--- config.mk ---
export PLATFORM = sky130hd
export DESIGN_NAME = length_prefixed_chunk_framer_unit
export DESIGN_NICKNAME = d
export VERILOG_FILES = /design/src/hw/rtl/lpcf_pkg.sv /design/src/hw/rtl/lpcf_ram.sv /design/src/hw/rtl/lpcf_ctrl.sv /design/src/hw/rtl/lpcf_datapath.sv /design/src/hw/rtl/length_prefixed_chunk_framer_unit.sv
export SDC_FILE = /design/constraint.sdc
export NUM_CORES = 1
export LEC_CHECK = 0
export ABC_AREA = 1
export BUFFER_PORTS_ARGS = -buffer_cell sky130_fd_sc_hd__buf_2
export CORE_ASPECT_RATIO = 1.5
export CORE_MARGIN = 5
export CORE_UTILIZATION = 56
export CTS_CLUSTER_DIAMETER = 40
export DETAILED_ROUTE_END_ITERATION = 16
export GPL_ROUTABILITY_DRIVEN = 1
export GPL_TIMING_DRIVEN = 0
export PLACE_DENSITY_LB_ADDON = 0.12
export SLEW_MARGIN = 20
export SYNTH_ARGS = -nofsm -noshare
export SYNTH_HDL_FRONTEND = slang
export SYNTH_SLANG_ARGS = --single-unit
export TNS_END_PERCENT = 50
--- constraint.sdc ---
create_clock -name clk -period 2.4 [get_ports clk]
set_input_delay 0.36 -clock clk [delete_from_list [all_inputs] [get_ports clk]]
set_output_delay 0.36 -clock clk [all_outputs]
set_load 0.01 [all_outputs]
--- src/hw/rtl/lpcf_pkg.sv ---
// Shared types and constants for the length-prefixed chunk framer.
// Used by the controller, the datapath and the top level; depends on nothing.
`default_nettype none

package lpcf_pkg;

    localparam int CFG_W      = 6;
    localparam int CFG_IDX_W  = 1;
    localparam int BYTE_W     = 8;

    localparam logic [CFG_IDX_W-1:0] CFG_IDX_MAX_CHUNK = 1'b0;
    localparam logic [CFG_IDX_W-1:0] CFG_IDX_MIN_CHUNK = 1'b1;

    localparam logic CMD_PAYLOAD = 1'b0;
    localparam logic CMD_CLOSE   = 1'b1;

    typedef enum logic [2:0] {
        ST_IDLE,
        ST_HDR_HI,
        ST_HDR_LO,
        ST_RD,
        ST_DATA,
        ST_END_HI,
        ST_END_LO
    } state_t;

    typedef enum logic [1:0] {
        OSEL_ZERO,
        OSEL_LEN,
        OSEL_DATA
    } out_sel_t;

    typedef struct packed {
        logic     take_item;
        logic     out_load;
        out_sel_t out_sel;
        logic     out_last;
        logic     idx_clear;
        logic     idx_inc;
        logic     rd_en;
    } ctrl_cmd_t;

    typedef struct packed {
        logic chunk_go;
        logic marker_go;
        logic marker_pending;
        logic idx_last;
        logic slot_free;
    } dp_status_t;

endpackage

`default_nettype wire

--- src/hw/rtl/lpcf_ram.sv ---
// Generic single-write, single-read RAM with a registered read port.
// Standalone; no package dependency.
`default_nettype none

module lpcf_ram #(
    parameter int WIDTH = 8,
    parameter int DEPTH = 32,
    parameter int AW    = (DEPTH > 1) ? $clog2(DEPTH) : 1
) (
    input  wire logic             clk,
    input  wire logic             wr_en,
    input  wire logic [AW-1:0]    wr_addr,
    input  wire logic [WIDTH-1:0] wr_data,
    input  wire logic             rd_en,
    input  wire logic [AW-1:0]    rd_addr,
    output logic      [WIDTH-1:0] rd_data
);

    logic [WIDTH-1:0] mem_reg [DEPTH];

    always_ff @(posedge clk)
    begin
        if (wr_en)
        begin
            mem_reg[wr_addr] <= wr_data;
        end
        if (rd_en)
        begin
            rd_data <= mem_reg[rd_addr];
        end
    end

endmodule

`default_nettype wire

--- src/hw/rtl/lpcf_ctrl.sv ---
// Controller state machine for the chunk framer: sequences header, data and
// end-marker bytes. Depends on lpcf_pkg for state, command and status types.
`default_nettype none

module lpcf_ctrl (
    input  wire logic                clk,
    input  wire logic                rst_n,
    input  wire logic                in_valid,
    output logic                     in_stall,
    input  wire lpcf_pkg::dp_status_t status,
    output lpcf_pkg::ctrl_cmd_t      cmd
);

    lpcf_pkg::state_t state_reg;
    lpcf_pkg::state_t state_next;

    always_ff @(posedge clk or negedge rst_n)
    begin
        if (!rst_n)
        begin
            state_reg <= lpcf_pkg::ST_IDLE;
        end
        else
        begin
            state_reg <= state_next;
        end
    end

    always_comb
    begin
        state_next = state_reg;
        case (state_reg)
            lpcf_pkg::ST_IDLE:
            begin
                if (in_valid)
                begin
                    if (status.chunk_go)
                    begin
                        state_next = lpcf_pkg::ST_HDR_HI;
                    end
                    else if (status.marker_go)
                    begin
                        state_next = lpcf_pkg::ST_END_HI;
                    end
                end
            end
            lpcf_pkg::ST_HDR_HI:
            begin
                if (status.slot_free)
                begin
                    state_next = lpcf_pkg::ST_HDR_LO;
                end
            end
            lpcf_pkg::ST_HDR_LO:
            begin
                if (status.slot_free)
                begin
                    state_next = lpcf_pkg::ST_RD;
                end
            end
            lpcf_pkg::ST_RD:
            begin
                state_next = lpcf_pkg::ST_DATA;
            end
            lpcf_pkg::ST_DATA:
            begin
                if (status.slot_free)
                begin
                    if (!status.idx_last)
                    begin
                        state_next = lpcf_pkg::ST_RD;
                    end
                    else if (status.marker_pending)
                    begin
                        state_next = lpcf_pkg::ST_END_HI;
                    end
                    else
                    begin
                        state_next = lpcf_pkg::ST_IDLE;
                    end
                end
            end
            lpcf_pkg::ST_END_HI:
            begin
                if (status.slot_free)
                begin
                    state_next = lpcf_pkg::ST_END_LO;
                end
            end
            lpcf_pkg::ST_END_LO:
            begin
                if (status.slot_free)
                begin
                    state_next = lpcf_pkg::ST_IDLE;
                end
            end
            default:
            begin
                state_next = lpcf_pkg::ST_IDLE;
            end
        endcase
    end

    always_comb
    begin
        cmd          = '0;
        cmd.out_sel  = lpcf_pkg::OSEL_ZERO;
        in_stall     = 1'b1;
        case (state_reg)
            lpcf_pkg::ST_IDLE:
            begin
                in_stall      = 1'b0;
                cmd.take_item = in_valid;
                cmd.idx_clear = 1'b1;
            end
            lpcf_pkg::ST_HDR_HI:
            begin
                cmd.out_load = status.slot_free;
            end
            lpcf_pkg::ST_HDR_LO:
            begin
                cmd.out_load = status.slot_free;
                cmd.out_sel  = lpcf_pkg::OSEL_LEN;
            end
            lpcf_pkg::ST_RD:
            begin
                cmd.rd_en = 1'b1;
            end
            lpcf_pkg::ST_DATA:
            begin
                cmd.out_load = status.slot_free;
                cmd.out_sel  = lpcf_pkg::OSEL_DATA;
                cmd.out_last = status.idx_last && !status.marker_pending;
                cmd.idx_inc  = status.slot_free;
            end
            lpcf_pkg::ST_END_HI:
            begin
                cmd.out_load = status.slot_free;
            end
            lpcf_pkg::ST_END_LO:
            begin
                cmd.out_load = status.slot_free;
                cmd.out_last = 1'b1;
            end
            default:
            begin
                cmd = '0;
            end
        endcase
    end

endmodule

`default_nettype wire

--- src/hw/rtl/lpcf_datapath.sv ---
// Datapath of the chunk framer: configuration registers, fill count, chunk
// store, read index and output register. Depends on lpcf_pkg and lpcf_ram.
`default_nettype none

module lpcf_datapath #(
    parameter int BUFFER_DEPTH = 32
) (
    input  wire logic                          clk,
    input  wire logic                          rst_n,
    input  wire logic                          cfg_write,
    input  wire logic [lpcf_pkg::CFG_IDX_W-1:0] cfg_index,
    input  wire logic [lpcf_pkg::CFG_W-1:0]    cfg_data,
    input  wire logic                          command,
    input  wire logic [lpcf_pkg::BYTE_W-1:0]   data_byte,
    input  wire logic                          end_of_write,
    input  wire logic                          out_stall,
    output logic                               out_valid,
    output logic      [lpcf_pkg::BYTE_W-1:0]   out_byte,
    output logic                               is_header,
    output logic                               last,
    input  wire lpcf_pkg::ctrl_cmd_t           cmd,
    output lpcf_pkg::dp_status_t               status
);

    localparam int CW    = $clog2(BUFFER_DEPTH + 1);
    localparam int AW    = (BUFFER_DEPTH > 1) ? $clog2(BUFFER_DEPTH) : 1;
    localparam int CMP_W = (CW > lpcf_pkg::CFG_W) ? CW : lpcf_pkg::CFG_W;

    logic [lpcf_pkg::CFG_W-1:0] max_chunk_reg, max_chunk_next;
    logic [lpcf_pkg::CFG_W-1:0] min_chunk_reg, min_chunk_next;
    logic [CW-1:0]              count_reg, count_next;
    logic                       sent_reg, sent_next;
    logic [CW-1:0]              len_reg, len_next;
    logic [CW-1:0]              idx_reg, idx_next;
    logic                       marker_reg, marker_next;
    logic                       out_valid_reg, out_valid_next;
    logic [lpcf_pkg::BYTE_W-1:0] out_byte_reg, out_byte_next;
    logic                       is_header_reg, is_header_next;
    logic                       last_reg, last_next;

    logic                       has_room;
    logic [CW-1:0]              count_inc;
    logic [CMP_W-1:0]           max_ext;
    logic [CMP_W-1:0]           max_eff;
    logic [CMP_W-1:0]           count_inc_ext;
    logic                       chunk_go;
    logic                       marker_go;
    logic [lpcf_pkg::BYTE_W-1:0] rd_data;

    // Configuration registers.
    always_comb
    begin
        max_chunk_next = max_chunk_reg;
        min_chunk_next = min_chunk_reg;
        if (cfg_write)
        begin
            case (cfg_index)
                lpcf_pkg::CFG_IDX_MAX_CHUNK: max_chunk_next = cfg_data;
                lpcf_pkg::CFG_IDX_MIN_CHUNK: min_chunk_next = cfg_data;
                default:
                begin
                    max_chunk_next = max_chunk_reg;
                end
            endcase
        end
    end

    // A full store accepts no more bytes, but the count still decides emission.
    assign has_room      = (count_reg < CW'(BUFFER_DEPTH));
    assign count_inc     = has_room ? (count_reg + CW'(1)) : count_reg;
    assign count_inc_ext = CMP_W'(count_inc);
    assign max_ext       = CMP_W'(max_chunk_reg);

    always_comb
    begin
        if (max_ext == '0)
        begin
            max_eff = CMP_W'(1);
        end
        else if (max_ext > CMP_W'(BUFFER_DEPTH))
        begin
            max_eff = CMP_W'(BUFFER_DEPTH);
        end
        else
        begin
            max_eff = max_ext;
        end
    end

    always_comb
    begin
        if (command == lpcf_pkg::CMD_CLOSE)
        begin
            chunk_go  = (count_reg != '0);
            marker_go = sent_reg || (count_reg != '0);
        end
        else
        begin
            chunk_go  = (count_inc_ext >= max_eff)
                     || (end_of_write && (count_inc_ext >= CMP_W'(min_chunk_reg)));
            marker_go = 1'b0;
        end
    end

    always_comb
    begin
        count_next  = count_reg;
        sent_next   = sent_reg;
        len_next    = len_reg;
        marker_next = marker_reg;
        if (cmd.take_item)
        begin
            marker_next = marker_go;
            if (command == lpcf_pkg::CMD_CLOSE)
            begin
                count_next = '0;
                sent_next  = 1'b0;
                len_next   = count_reg;
            end
            else if (chunk_go)
            begin
                count_next = '0;
                sent_next  = 1'b1;
                len_next   = count_inc;
            end
            else
            begin
                count_next = count_inc;
            end
        end
    end

    always_comb
    begin
        idx_next = idx_reg;
        if (cmd.idx_clear)
        begin
            idx_next = '0;
        end
        else if (cmd.idx_inc)
        begin
            idx_next = idx_reg + CW'(1);
        end
    end

    lpcf_ram #(
        .WIDTH (lpcf_pkg::BYTE_W),
        .DEPTH (BUFFER_DEPTH),
        .AW    (AW)
    ) u_store (
        .clk     (clk),
        .wr_en   (cmd.take_item && (command == lpcf_pkg::CMD_PAYLOAD) && has_room),
        .wr_addr (count_reg[AW-1:0]),
        .wr_data (data_byte),
        .rd_en   (cmd.rd_en),
        .rd_addr (idx_reg[AW-1:0]),
        .rd_data (rd_data)
    );

    // Output register: a new item may load whenever it is empty or the current one is taken.
    always_comb
    begin
        out_valid_next = out_valid_reg && out_stall;
        out_byte_next  = out_byte_reg;
        is_header_next = is_header_reg;
        last_next      = last_reg;
        if (cmd.out_load)
        begin
            out_valid_next = 1'b1;
            last_next      = cmd.out_last;
            case (cmd.out_sel)
                lpcf_pkg::OSEL_LEN:
                begin
                    out_byte_next  = lpcf_pkg::BYTE_W'(len_reg);
                    is_header_next = 1'b1;
                end
                lpcf_pkg::OSEL_DATA:
                begin
                    out_byte_next  = rd_data;
                    is_header_next = 1'b0;
                end
                default:
                begin
                    out_byte_next  = '0;
                    is_header_next = 1'b1;
                end
            endcase
        end
    end

    always_ff @(posedge clk or negedge rst_n)
    begin
        if (!rst_n)
        begin
            max_chunk_reg <= lpcf_pkg::CFG_W'(32);
            min_chunk_reg <= '0;
            count_reg     <= '0;
            sent_reg      <= 1'b0;
            marker_reg    <= 1'b0;
            idx_reg       <= '0;
            out_valid_reg <= 1'b0;
        end
        else
        begin
            max_chunk_reg <= max_chunk_next;
            min_chunk_reg <= min_chunk_next;
            count_reg     <= count_next;
            sent_reg      <= sent_next;
            marker_reg    <= marker_next;
            idx_reg       <= idx_next;
            out_valid_reg <= out_valid_next;
        end
    end

    always_ff @(posedge clk)
    begin
        len_reg       <= len_next;
        out_byte_reg  <= out_byte_next;
        is_header_reg <= is_header_next;
        last_reg      <= last_next;
    end

    assign status.chunk_go       = chunk_go;
    assign status.marker_go      = marker_go;
    assign status.marker_pending = marker_reg;
    assign status.idx_last       = (idx_reg == (len_reg - CW'(1)));
    assign status.slot_free      = !out_valid_reg || !out_stall;

    assign out_valid = out_valid_reg;
    assign out_byte  = out_byte_reg;
    assign is_header = is_header_reg;
    assign last      = last_reg;

endmodule

`default_nettype wire

--- src/hw/rtl/length_prefixed_chunk_framer_unit.sv ---
// Top level of the length-prefixed chunk framer.
// Instantiates lpcf_ctrl and lpcf_datapath; types come from lpcf_pkg.
//
// The framer takes one item at a time: a payload byte or a close command.
// A payload byte that does not finish a chunk is stored at acceptance and the
// input is ready again in the next cycle. A chunk of L bytes goes out as a
// two-byte length header and the L bytes; each data byte is first read
// through the store's registered read port and then loaded into the output
// register. A close adds the two-byte 0x0000 end marker. The input is held
// off until the last result of an item has been loaded; that result may
// still wait in the output register while the next item is accepted.
`default_nettype none

module length_prefixed_chunk_framer_unit #(
    parameter int BUFFER_DEPTH = 32
) (
    input  wire logic                          clk,
    input  wire logic                          rst_n,
    input  wire logic                          cfg_write,
    input  wire logic [lpcf_pkg::CFG_IDX_W-1:0] cfg_index,
    input  wire logic [lpcf_pkg::CFG_W-1:0]    cfg_data,
    input  wire logic                          in_valid,
    output logic                               in_stall,
    input  wire logic                          command,
    input  wire logic [lpcf_pkg::BYTE_W-1:0]   data_byte,
    input  wire logic                          end_of_write,
    output logic                               out_valid,
    input  wire logic                          out_stall,
    output logic      [lpcf_pkg::BYTE_W-1:0]   out_byte,
    output logic                               is_header,
    output logic                               last
);

    lpcf_pkg::ctrl_cmd_t  cmd;
    lpcf_pkg::dp_status_t status;

    lpcf_ctrl u_ctrl (
        .clk      (clk),
        .rst_n    (rst_n),
        .in_valid (in_valid),
        .in_stall (in_stall),
        .status   (status),
        .cmd      (cmd)
    );

    lpcf_datapath #(
        .BUFFER_DEPTH (BUFFER_DEPTH)
    ) u_datapath (
        .clk          (clk),
        .rst_n        (rst_n),
        .cfg_write    (cfg_write),
        .cfg_index    (cfg_index),
        .cfg_data     (cfg_data),
        .command      (command),
        .data_byte    (data_byte),
        .end_of_write (end_of_write),
        .out_stall    (out_stall),
        .out_valid    (out_valid),
        .out_byte     (out_byte),
        .is_header    (is_header),
        .last         (last),
        .cmd          (cmd),
        .status       (status)
    );

endmodule

`default_nettype wire

After elaboration in Yosys (flattened, before gate mapping) --
Memory sizes are Yosys's and may differ from the RTL's. A register that Yosys moved wholly into a read port is not among the register bits. Cells that the tools add are included.
Word-level totals: register bits after elaboration 46, bits in writable memories 256, output and inout bits 12, logic and storage cells 96, memories 1
Memories:
- u_datapath.u_store.mem_reg | depth 32, width 8, rd ports 1, clocked after memory_dff 1, write ports 1, RTL line lpcf_ram.sv:19 | logic [WIDTH-1:0] mem_reg [DEPTH];
Cells by class: add/sub/neg operators 3, $lt $le $gt $ge 4, equal/unequal tests 16, muxes and demuxes 37, bitwise operators 2, reduce and logical (&&, ||, !) cells 21
Operators with widths (number):
- 6-bit two-way mux | 9
- 3-bit two-way mux | 10
- 3-bit one-hot mux with 7 select lines | 1
- 8-bit one-hot mux with 2 select lines | 1
- 1-bit two-way mux | 14
- 6-bit by 1-bit adder with 6-bit output, second input constant | 2
- 6-bit >= comparator | 2
- 2-bit by 1-bit inequality test with 1-bit output, second input constant | 5
- 3-bit equality test, second input constant | 3
- 7-bit AND reduction | 1
- 3-bit by 2-bit equality test with 1-bit output, second input constant | 2
- 6-bit equality test | 1
- 6-bit greater-than comparator, second input constant | 1
- 6-bit logical NOT | 1
- 6-bit < comparator, second input constant | 1
- 2-bit AND reduction | 3
- 6-bit nonzero test | 1
- 6-bit by 1-bit subtractor with 6-bit output, second input constant | 1
- 1-bit logical AND | 5
- 5-bit OR reduction | 1
- 2-bit one-hot mux with 2 select lines | 1
- 2-bit nonzero test | 2
- 3-bit by 1-bit equality test with 1-bit output, second input constant | 1
- 1-bit logical NOT | 3
- other kinds (8) | 11

Longest topological paths before layout --
Gate-level depths: netlist of the first run.
depth in word-level cells 9, depth in mapped cells 18

By module --
A second synthesis of the first run with hierarchy kept.
Second synthesis, totals: cells, all modules 1275, area total of the unflattened synthesis 13651.8 µm²
Modules (own cells, without submodules):
- lpcf_ram | times used 1, cells each 922, area an instance 10866.7 µm²
- lpcf_datapath | times used 1, cells each 297, area an instance 2474.9 µm²
- lpcf_ctrl | times used 1, cells each 56, area an instance 310.3 µm²

Least setup slack after synthesis of the first run --
OpenSTA, ideal clock, no wires.
path type register to register, from register u_datapath.count_reg[5], to register u_datapath.len_reg[0], enable pin, arrival 2.127 ns, required time 2.127 ns, setup slack 0.000 ns, cell stages (with the launch flop) 14, path through dfrtp_1 > inv_1 > nand2_1 > o31ai_1 > o21ai_0 > ha_1 > nand2_1 > inv_1 > nand2_1 > nand2_1 > a21oi_1 > nand2_1 > o21ai_0 > inv_1
Between the ends: longest elaborated chain between the ends 8
Ends and longest elaborated chain:
- from (decl) | RTL line lpcf_datapath.sv:31 | logic [CW-1:0] count_reg, count_next;
- from (signal assigned) | RTL line lpcf_datapath.sv:207 | count_reg <= count_next;
- 6-bit by 1-bit adder with 6-bit output / 6-bit < comparator (equally long branches) | RTL line lpcf_datapath.sv:70, lpcf_datapath.sv:69
- 6-bit two-way mux | RTL line lpcf_datapath.sv:70 | assign count_inc = has_room ? (count_reg + CW'(1)) : count_reg;
- 6-bit >= comparator | RTL line lpcf_datapath.sv:100 | || (end_of_write && (count_inc_ext >= CMP_W'(min_chunk_reg)));
- 1-bit logical AND | RTL line lpcf_datapath.sv:100
- 1-bit logical OR | RTL line lpcf_datapath.sv:100
- 1-bit two-way mux * | RTL line lpcf_datapath.sv:92 | if (command == lpcf_pkg::CMD_CLOSE)
- 2-bit nonzero test (no source line) *
- 2-bit AND reduction (no source line) *
- to (signal assigned) | RTL line lpcf_datapath.sv:217 | len_reg <= len_next;
- to (decl) | RTL line lpcf_datapath.sv:33 | logic [CW-1:0] len_reg, len_next;
Every way passes the cells marked *; elsewhere a longest branch is shown, timed or not. A chain may end at the register's enable or synchronous reset.

Worst setup path in the final report of the first run --
from register u_datapath.count_reg[4], to register u_datapath.len_reg[0], enable pin
The elaborated chain is that of the path after synthesis.

==> summary by stage, run 1 <==
Run status
The flow ran to the end, and the final reports show no timing, DRC or antenna violations.

STA
Setup repair after global routing could not meet its margin everywhere. Clock skew on the completed layout was measured at approximately 0.012 ns. The remaining max-slew budget at the tightest pin is 36.6%. For the pin with the worst max-slew slack, the measured transition is between 0.9 and 1 ns. The number of slew-limit violations in the final report came to 0. The final hold violation count is 0. The fmax is ~420 MHz.

Setup violations remaining at the end of the flow were counted as 0. The total negative slack for setup checks is 0 ns. The shortest clock period the worst path allows after layout is 2.37 ns. The ratio of final minimum period to clock period is 98.8%.

Floorplanning
The placeable core area is between 20000 and 25000 um^2. The die boundary width is around 140 um. The die boundary height is ~200 um. The area of the die is ~27000 um^2. The floorplan has a little under 70 rows.

For this configuration, the core starts out at a cell density of a little under three fifths. The I/O pin total is 34.

Placed design
The placed instances occupy a cell area of 13800 um^2. The count of input and output buffers is 33. The sum of net half-perimeters after detailed placement is 23.0 mm. The congestion estimate from routability-driven global placement came to 0.984.

Route
In the routed design, unresolved DRC markers number 0. Wires add up to ~34 mm. In this run, the number of DRC markers left after iteration 0 of detailed routing was around 750. The count of nets left with antenna violations after detail routing is 0. The routed length per placed instance is roughly 22 um. The pre-antenna-repair detailed-routing pass consisted of 5 iterations. The routed layout has roughly 9000 vias. The mean number of vias per cell is 5.76.

Power
The standby leakage power is about 5.5 nW. The worst-case IR drop observed on VDD is about 0.00079 V. Power spread over the standard cell area amounts to 1060 nW/um^2.

Clocking
After clock tree synthesis, the clock-pin slew on the worst setup and hold paths is 0.07 ns. Counting every sink on the clock net gives 310. The TritonCTS clock tree is built. The tree is rooted in a sky130_fd_sc_hd__clkbuf_16. The clock reaches the later pin of the worst-skew pair after about 0.56 ns. In this run the number of H-tree levels came out at 1.

Buffers inserted during clock tree synthesis total 31. In this run the deepest clock path goes through 3 buffers.

Worst setup path
The worst setup path is captured at a flip-flop. For the worst setup path, the data required time is ~2.7 ns. The critical path is of the flip-flop to flip-flop type. The critical-path maximum fanout is 6. The worst setup path is launched from a flip-flop. The number of cells traversed by the worst register-to-register path is 12. The data arrival time of the worst path is between 2 and 3 ns.

Yosys
sky130_fd_sc_hd__edfxtp_1 takes more of the synthesized area than any other cell. After synthesis, the cell types taking the most area are sky130_fd_sc_hd__edfxtp_1, sky130_fd_sc_hd__nor2_1, sky130_fd_sc_hd__dfrtp_1, sky130_fd_sc_hd__o21ai_0, sky130_fd_sc_hd__nand2_1. The share of the synthesized area in compound gates (AO/OA/AOI/OAI) is between 10 and 15%.

The combinational family with the most area after synthesis is simple AND/OR/NAND/NOR gates. The primary flip-flop cell chosen by synthesis mapping is sky130_fd_sc_hd__edfxtp_1. The share of synthesized cell area in and, or, nand and nor gates is between 10% and 20%.

The most numerous cell in the Yosys netlist is sky130_fd_sc_hd__edfxtp_1. Counting every instance in the synthesized netlist gives roughly 1100. The share of the Yosys chip area taken by registers is slightly below 70%. After synthesis the netlist holds a flip-flop and latch count of 310. The synthesized netlist net count is between 1000 and 1500.

Summing the areas of all fa, ha and maj instances in the mapped netlist gives 1.89% of the synthesized area. Sorting the synthesized cells by how often they occur yields sky130_fd_sc_hd__edfxtp_1, sky130_fd_sc_hd__nor2_1, sky130_fd_sc_hd__nand2_1, sky130_fd_sc_hd__o21ai_0, sky130_fd_sc_hd__inv_1. The synthesized netlist contains 35 unique library cells.

The average footprint of a synthesized cell is around 12 um^2. The share of Yosys cell area claimed by the top area cell type is between 60% and 70%. The portion of synthesized area spent on multiplexers is 0%. The synthesized netlist devotes less than 1% of its cell area to XOR and XNOR gates. In the synthesized netlist the async set-or-reset flop fraction comes to 9.68%.

The number of enable-type register cells in the synthesized netlist is 280. During synthesis, Yosys emitted a total of 0 warnings. The cell area that synthesis handed to floorplanning was 13300 um^2.

Final layout
The number of nets at the end of the flow is approximately 1300. In the final layout, the share of cells above drive strength 1 is about 17%. The layout overhead on the synthesized area is 16.1%.

The final cell area excluding filler cells is about 15000 um^2. The register with the most flip-flops in the layout has 256 of them. 0 antenna diodes ended up in the layout.

Global routing
The total routing usage reported by global routing is between 20% and 30%. The first global-routing pass estimated around 50 mm of wire. The number of global-route vias before repair is approximately 8800. Entering global routing, the biggest net connects 33 pins. The number of antenna violations at the first check in global routing is 1. The total overflow reported by the global router is 0.

Run
Max-cap violations in this run came to 0.

Hold path
The number of cells traversed by the worst hold path is 3. The class of the worst hold path is input pin to flip-flop.
==> per-stage QoR <==
step / hold WS (ns) / cells / util, % / power (W) / setup slack, ns
2_1_floorplan: 0.0644 / 1144 / - / 0.00925 / 0.000389
3_3_place_gp: 0.444 / 1496 / 58.7 / 0.0106 / -0.475
3_5_place_dp: 0.448 / 1496 / 58.7 / 0.0107 / -0.519
4_1_cts: 0.0107 / 1556 / 64.1 / 0.0160 / -0.111
5_1_grt: 0.0366 / 1563 / 65.3 / 0.0171 / -0.0892
6_report: 0.0248 / 1563 / 65.3 / 0.0163 / 0.0292
==> path summary, 6_finish.rpt <==
path / to / from / slack (ns)
max in group asynchronous: u_datapath.count_reg[3] / rst_n / 1.49
worst max-delay path: u_datapath.len_reg[0] / u_datapath.count_reg[4] / 0.03
worst min register to register: u_datapath.min_chunk_reg[1] / u_datapath.min_chunk_reg[1] / 0.48
worst min-delay path: u_datapath.out_valid / out_stall / 0.02
worst max register to register: u_datapath.len_reg[0] / u_datapath.count_reg[4] / 0.03
min in group asynchronous: u_datapath.count_reg[5] / rst_n / 0.40
==> cell usage in the layout (no fill, tap or decap), drive strengths merged <==
cell / netlist / routed
buf: 32 / 76
a22o: 1 / 1
nand3: 36 / 36
dfstp: 1 / 1
a21oi: 16 / 16
xor2: 2 / 2
nand2: 153 / 153
inv: 74 / 79
o221ai: 3 / 3
clkbuf: 24 / 62
bufinv: 0 / 6
dlygate4sd3: 0 / 1
o32ai: 1 / 1
ha: 20 / 20
clkinvlp: 0 / 3
o31ai: 1 / 1
nor3: 3 / 3
nor2: 215 / 215
o22ai: 38 / 38
clkinv: 1 / 4
dfrtp: 29 / 29
edfxtp: 280 / 280
a31oi: 1 / 1
o21ai: 171 / 171
xnor2: 4 / 4
o211ai: 30 / 30
nand4: 8 / 8
==> critical path, cell delays in order (launching register included) <==
cell and delay [ns]:
sky130_fd_sc_hd__dfrtp_1 0.48, sky130_fd_sc_hd__inv_2 0.17, sky130_fd_sc_hd__nand3_4 0.19, sky130_fd_sc_hd__o21ai_4 0.27, sky130_fd_sc_hd__ha_4 0.23, sky130_fd_sc_hd__nand2_1 0.07
sky130_fd_sc_hd__inv_1 0.06, sky130_fd_sc_hd__a21oi_2 0.13, sky130_fd_sc_hd__nand2_1 0.07, sky130_fd_sc_hd__nand2_2 0.10, sky130_fd_sc_hd__nand2_4 0.08, sky130_fd_sc_hd__o21ai_2 0.17
sky130_fd_sc_hd__inv_2 0.10
==> power breakdown <==
group / switching, W / leakage [nW] / total [W] / internal, W
registers: 0.000224 / 2.91 / 0.00652 / 0.00629
clock network: 0.00208 / 0.533 / 0.00520 / 0.00312
logic: 0.00314 / 2.09 / 0.00460 / 0.00145
==> area by class of cell <==
type                       count  area, um^2
inverter                      75         288
multi-input combinational    703        3850
timing repair buffer          45         262
fill                        1773        8170
clock inverter                17         287
clock buffer                  38         822
tap                          319         399
sequential                   310        9160
buffer                        56         323
==> cell families (layout without fill, tap and decap cells) <==
| group | after synthesis | count (layout) |
|---|---|---|
| AO/OA/AOI/OAI | 262 | 262 |
| XOR/XNOR | 6 | 6 |
| adder cells (fa/ha/maj) | 20 | 20 |
| buffers and inverters | 131 | 231 |
| flip-flops | 310 | 310 |
| AND/OR/NAND/NOR | 415 | 415 |
==> metal layers <==
metal	wire (um)	up-vias	track usage [%]
met2	17700	336	45.3
met3	2020	76	2.83
met1	12900	4380	32.2
li1	-	4215	-
met4	1360	2	10.3
met5	9	-	0
==> what timing repair did <==
item                       in CTS  in global routing
resized for setup              47                 58
pin swaps                       4                 13
hold buffers                    1                  0
setup buffers                   4                  7
setup endpoints to repair     248                263
hold endpoints to repair       29                  0
No activity file was read; power rests on OpenSTA's default activity.
==> run 2: changes to the inputs <==
Settings changed: MAX_ROUTING_LAYER from default to met4.
==> summary by stage, run 2 (synthesis results as in run 1) <==
Worst setup path
The sort of element at the start of the critical path is a flip-flop. The cell class contributing the biggest share of worst-path delay is simple AND/OR/NAND/NOR gates. STA puts the critical path data required time at 2.83 ns. In this design, the stage delay of the slowest critical-path cell is between 0.4 and 0.5 ns. The combined buffer and inverter count along the critical path is 4.

The critical path goes through buf_6, nand2_1, nor2_1, a21oi_2, inv_2, ha_1, nand2_1, inv_1, a21oi_2, nand2_1, nand2_2, nand2_4, nand2_2, nand3_2, nand2_4, inv_2, o21ai_1, nand2_1. The slowest stage of the critical path belongs to the cell sky130_fd_sc_hd__dfrtp_2. The capture point of the worst reg-to-reg path is u_ctrl.state_reg[2].

In this run the critical register-to-register path is launched from u_datapath.count_reg[1]. The kind of end point of the critical path is a flip-flop. In this run the worst path has a maximum fanout of 6. Counting stages on the worst path, the most repeated cell is sky130_fd_sc_hd__nand2_1. The number of logic stages on the critical path including buffering is 18. By startpoint and endpoint, the worst setup path is classified as flip-flop to flip-flop. Measured in cells, the most critical reg-to-reg path has a length of 18. The register-to-register path setup slack is between 0.01 and 0.015 ns. The most critical setup path has its endpoint at u_ctrl.state_reg[2]. For the worst setup path, the data arrival time is roughly 2.8 ns. The most critical setup path has its startpoint at u_datapath.count_reg[1].

STA
The slack of the critical path is between 0.01 and 0.015 ns. Final hold analysis gives a worst-case slack of approximately 0.05 ns. The final hold violation count is 0.

The worst path uses 99.5% of the clock period. In this run the tightest slew margin relative to its limit is a little over a third. Setup repair after global routing could not meet its margin everywhere. The transition at the pin with the smallest max-transition slack is approximately 0.96 ns. Setup violations remaining at the end of the flow were counted as 0. The number of slew-limit violations in the final report is 0.

For the final database, setup skew stands at between 0.02 and 0.025 ns. Subtracting the final worst setup slack from the clock period gives 2.39 ns. Derived from the worst setup path, the maximum achievable clock frequency is ~420 MHz.

Power
The clock network is responsible for between 30% and 40% of the overall power. Across the VDD grid, the largest voltage drop is 0.000793 V. Combinational cells account for 28.8% of the total power. The analysis attributes to cell leakage a power of around 5.5 nW. The power per unit of standard cell area is about 1100 nW/um^2. Net switching is between 30% and 40% of the power.

The net switching power is 0.00544 W. Internal power comes to between 0.01 and 0.015 W. Overall power consumption after layout is estimated at between 0.015 and 0.02 W. Sequential cells burn 40.7% of the power.

Route
The count of nets left with antenna violations after detail routing is 0. For this block, the initial DRC count from the detailed router was 629. After detailed routing, no signal wire sits above met4. The routed wire length on met3 is approximately 1.9 mm.

The routed length per placed instance is around 22 um. The post-route met1 wirelength is 13.1 mm. For this run, the detailed router's first-pass iteration total came to 4. For this block, the routed nets add up to 34.3 mm of wire.

Detailed routing inserted a total of ~8900 vias. The mean number of vias per cell is about 5.7. The residual DRC count is 0. The detailed-routed wire length on met2 is approximately 18 mm.

Global routing
The number of global-route vias before repair is just under 9000. The number of antenna violations at the first check in global routing is 0. The first-pass GRT wire length is between 50 and 60 mm. The pin count of the biggest net entering global routing is 33. The total routing usage reported by global routing is a little over a quarter.

For this run the aggregate overflow at the end of global routing stands at 0.

Clocking
The clock-pin slew on the worst setup and hold paths is approximately 0.07 ns. The number of clock buffers inserted by TritonCTS is 31. The cell sitting at the root of the clock tree is a sky130_fd_sc_hd__clkbuf_16.

In this run the number of H-tree levels came out at 1. The TritonCTS clock tree is built. Clock tree synthesis found a total of a little over 300 sinks. The clock passes through at most 3 buffers. The worst-skew pair later-pin latency is around 0.56 ns.

Placed design
In this run, placement finished with an instance count of 1496. The sum of net half-perimeters after detailed placement is around 23 mm. The cell area reported after detailed placement is roughly 14000 um^2. At the end of routability-driven placement, the weighted congestion stood at 0.984. OpenSTA, run right after detailed placement, puts the worst setup slack at -0.555 ns.

The count of input and output buffers is 33.

Run status
The run finished with clean final reports.

Run
The tool flagged a number of max-cap violations equal to 0.

Floorplanning
The floorplan step set the die width to between 100 and 150 um. The I/O pin total is 34. The initialized floorplan defines 69 standard-cell rows. The floorplan step defined a die boundary enclosing 26900 um^2. The initial cell density of the core is between 50% and 60%. The die boundary height is a little under 200 um.

The placeable core area is between 20000 and 25000 um^2.

Hold path
The class of the worst hold path is input pin to flip-flop. Along the worst hold path, the cell count comes to 3.

Final layout
The most common cell after layout, fill and taps aside is sky130_fd_sc_hd__edfxtp_1. The filler cell count in the final layout is ~1900. In the final design database the tool counted 1269 nets.

The share of cells above drive strength 1 is between 15 and 20%. The number of antenna diodes is 0. The post-route non-filler standard cell count is about 1600.

The final cell area excluding filler cells is ~15000 um^2. Compared with the post-synthesis result, the final layout area differs by 15.0%. In the layout the commonest cells are sky130_fd_sc_hd__edfxtp_1, sky130_fd_sc_hd__nor2_1, sky130_fd_sc_hd__o21ai_0, sky130_fd_sc_hd__nand2_1, sky130_fd_sc_hd__inv_1. The flip-flop count of the largest register after layout is between 200 and 300.
-- run 2: changes by cell type in the layout (fill, tap and decap cells not counted), sizes merged --
cell / previous run / this run
bufinv: 6 / 4
buf: 76 / 80
clkbuf: 62 / 58
clkinv: 4 / 13
inv: 79 / 75
clkinvlp: 3 / 7
-- run 2: stage by stage --
| step | TNS [ns] | utilization [%] |
|---|---|---|
| final | 0 | 64.7 |
| after global routing | -1.46 | 64.7 |
| after CTS | -0.0963 | 64.1 |
| after detailed placement | -18.71 | 58.7 |
| after global placement | -11.99 | 58.7 |
| after floorplan | 0 | - |
-- run 2: repair_timing --
action                                  in CTS  in global routing
setup buffers                                9                  7
pin swaps                                   11                  9
endpoints found under the setup margin     248                 65
resized for setup                           57                 28
hold buffers                                 1                  0
hold endpoints to repair                    29                  0
-- run 2: worst min-delay path by stage --
| stage | from | to | slack, ns |
|---|---|---|---|
| floorplan | rst_n | u_ctrl.state_reg[0] | 0.06 |
| global placement | rst_n | u_datapath.min_chunk_reg[0] | 0.45 |
| detailed placement | rst_n | u_datapath.min_chunk_reg[0] | 0.46 |
| CTS | cfg_data[5] | u_datapath.max_chunk_reg[5] | 0.03 |
| global route | out_stall | u_datapath.out_valid | 0.06 |
| finish | out_stall | u_datapath.out_valid | 0.05 |
-- run 2: per-layer routing --
metal / up-vias / global-route usage [%]
met4: 0 / 10.3
met1: 4354 / 31.3
met5: - / -
met2: 291 / 45.6
met3: 81 / 3.77
li1: 4218 / -
-- run 2: worst min-delay path, stage by stage --
cell and delay (ns):
sky130_fd_sc_hd__buf_2 0.07, sky130_fd_sc_hd__nand2_1 0.05, sky130_fd_sc_hd__nand2_1 0.08
-- run 2: power groups by stage --
stage	clock network [W]	registers, W	logic (W)
after floorplan	0	0.00662	0.00263
after global placement	0	0.00662	0.00401
after detailed placement	0	0.00663	0.00408
after CTS	0.00492	0.00651	0.00437
after global routing	0.00517	0.00655	0.00505
final	0.00489	0.00652	0.00462
-- run 2: area by class of cell --
class                      instances  area, um^2  share of cell area [%]
buffer                            56         324                    2.12
clock buffer                      33         783                    5.14
clock inverter                    24         256                    1.68
inverter                          75         288                    1.89
multi-input combinational        703        3740                    24.5
sequential                       310        9160                    60.1
tap                              319         399                    2.62
timing repair buffer              50         299                    1.96
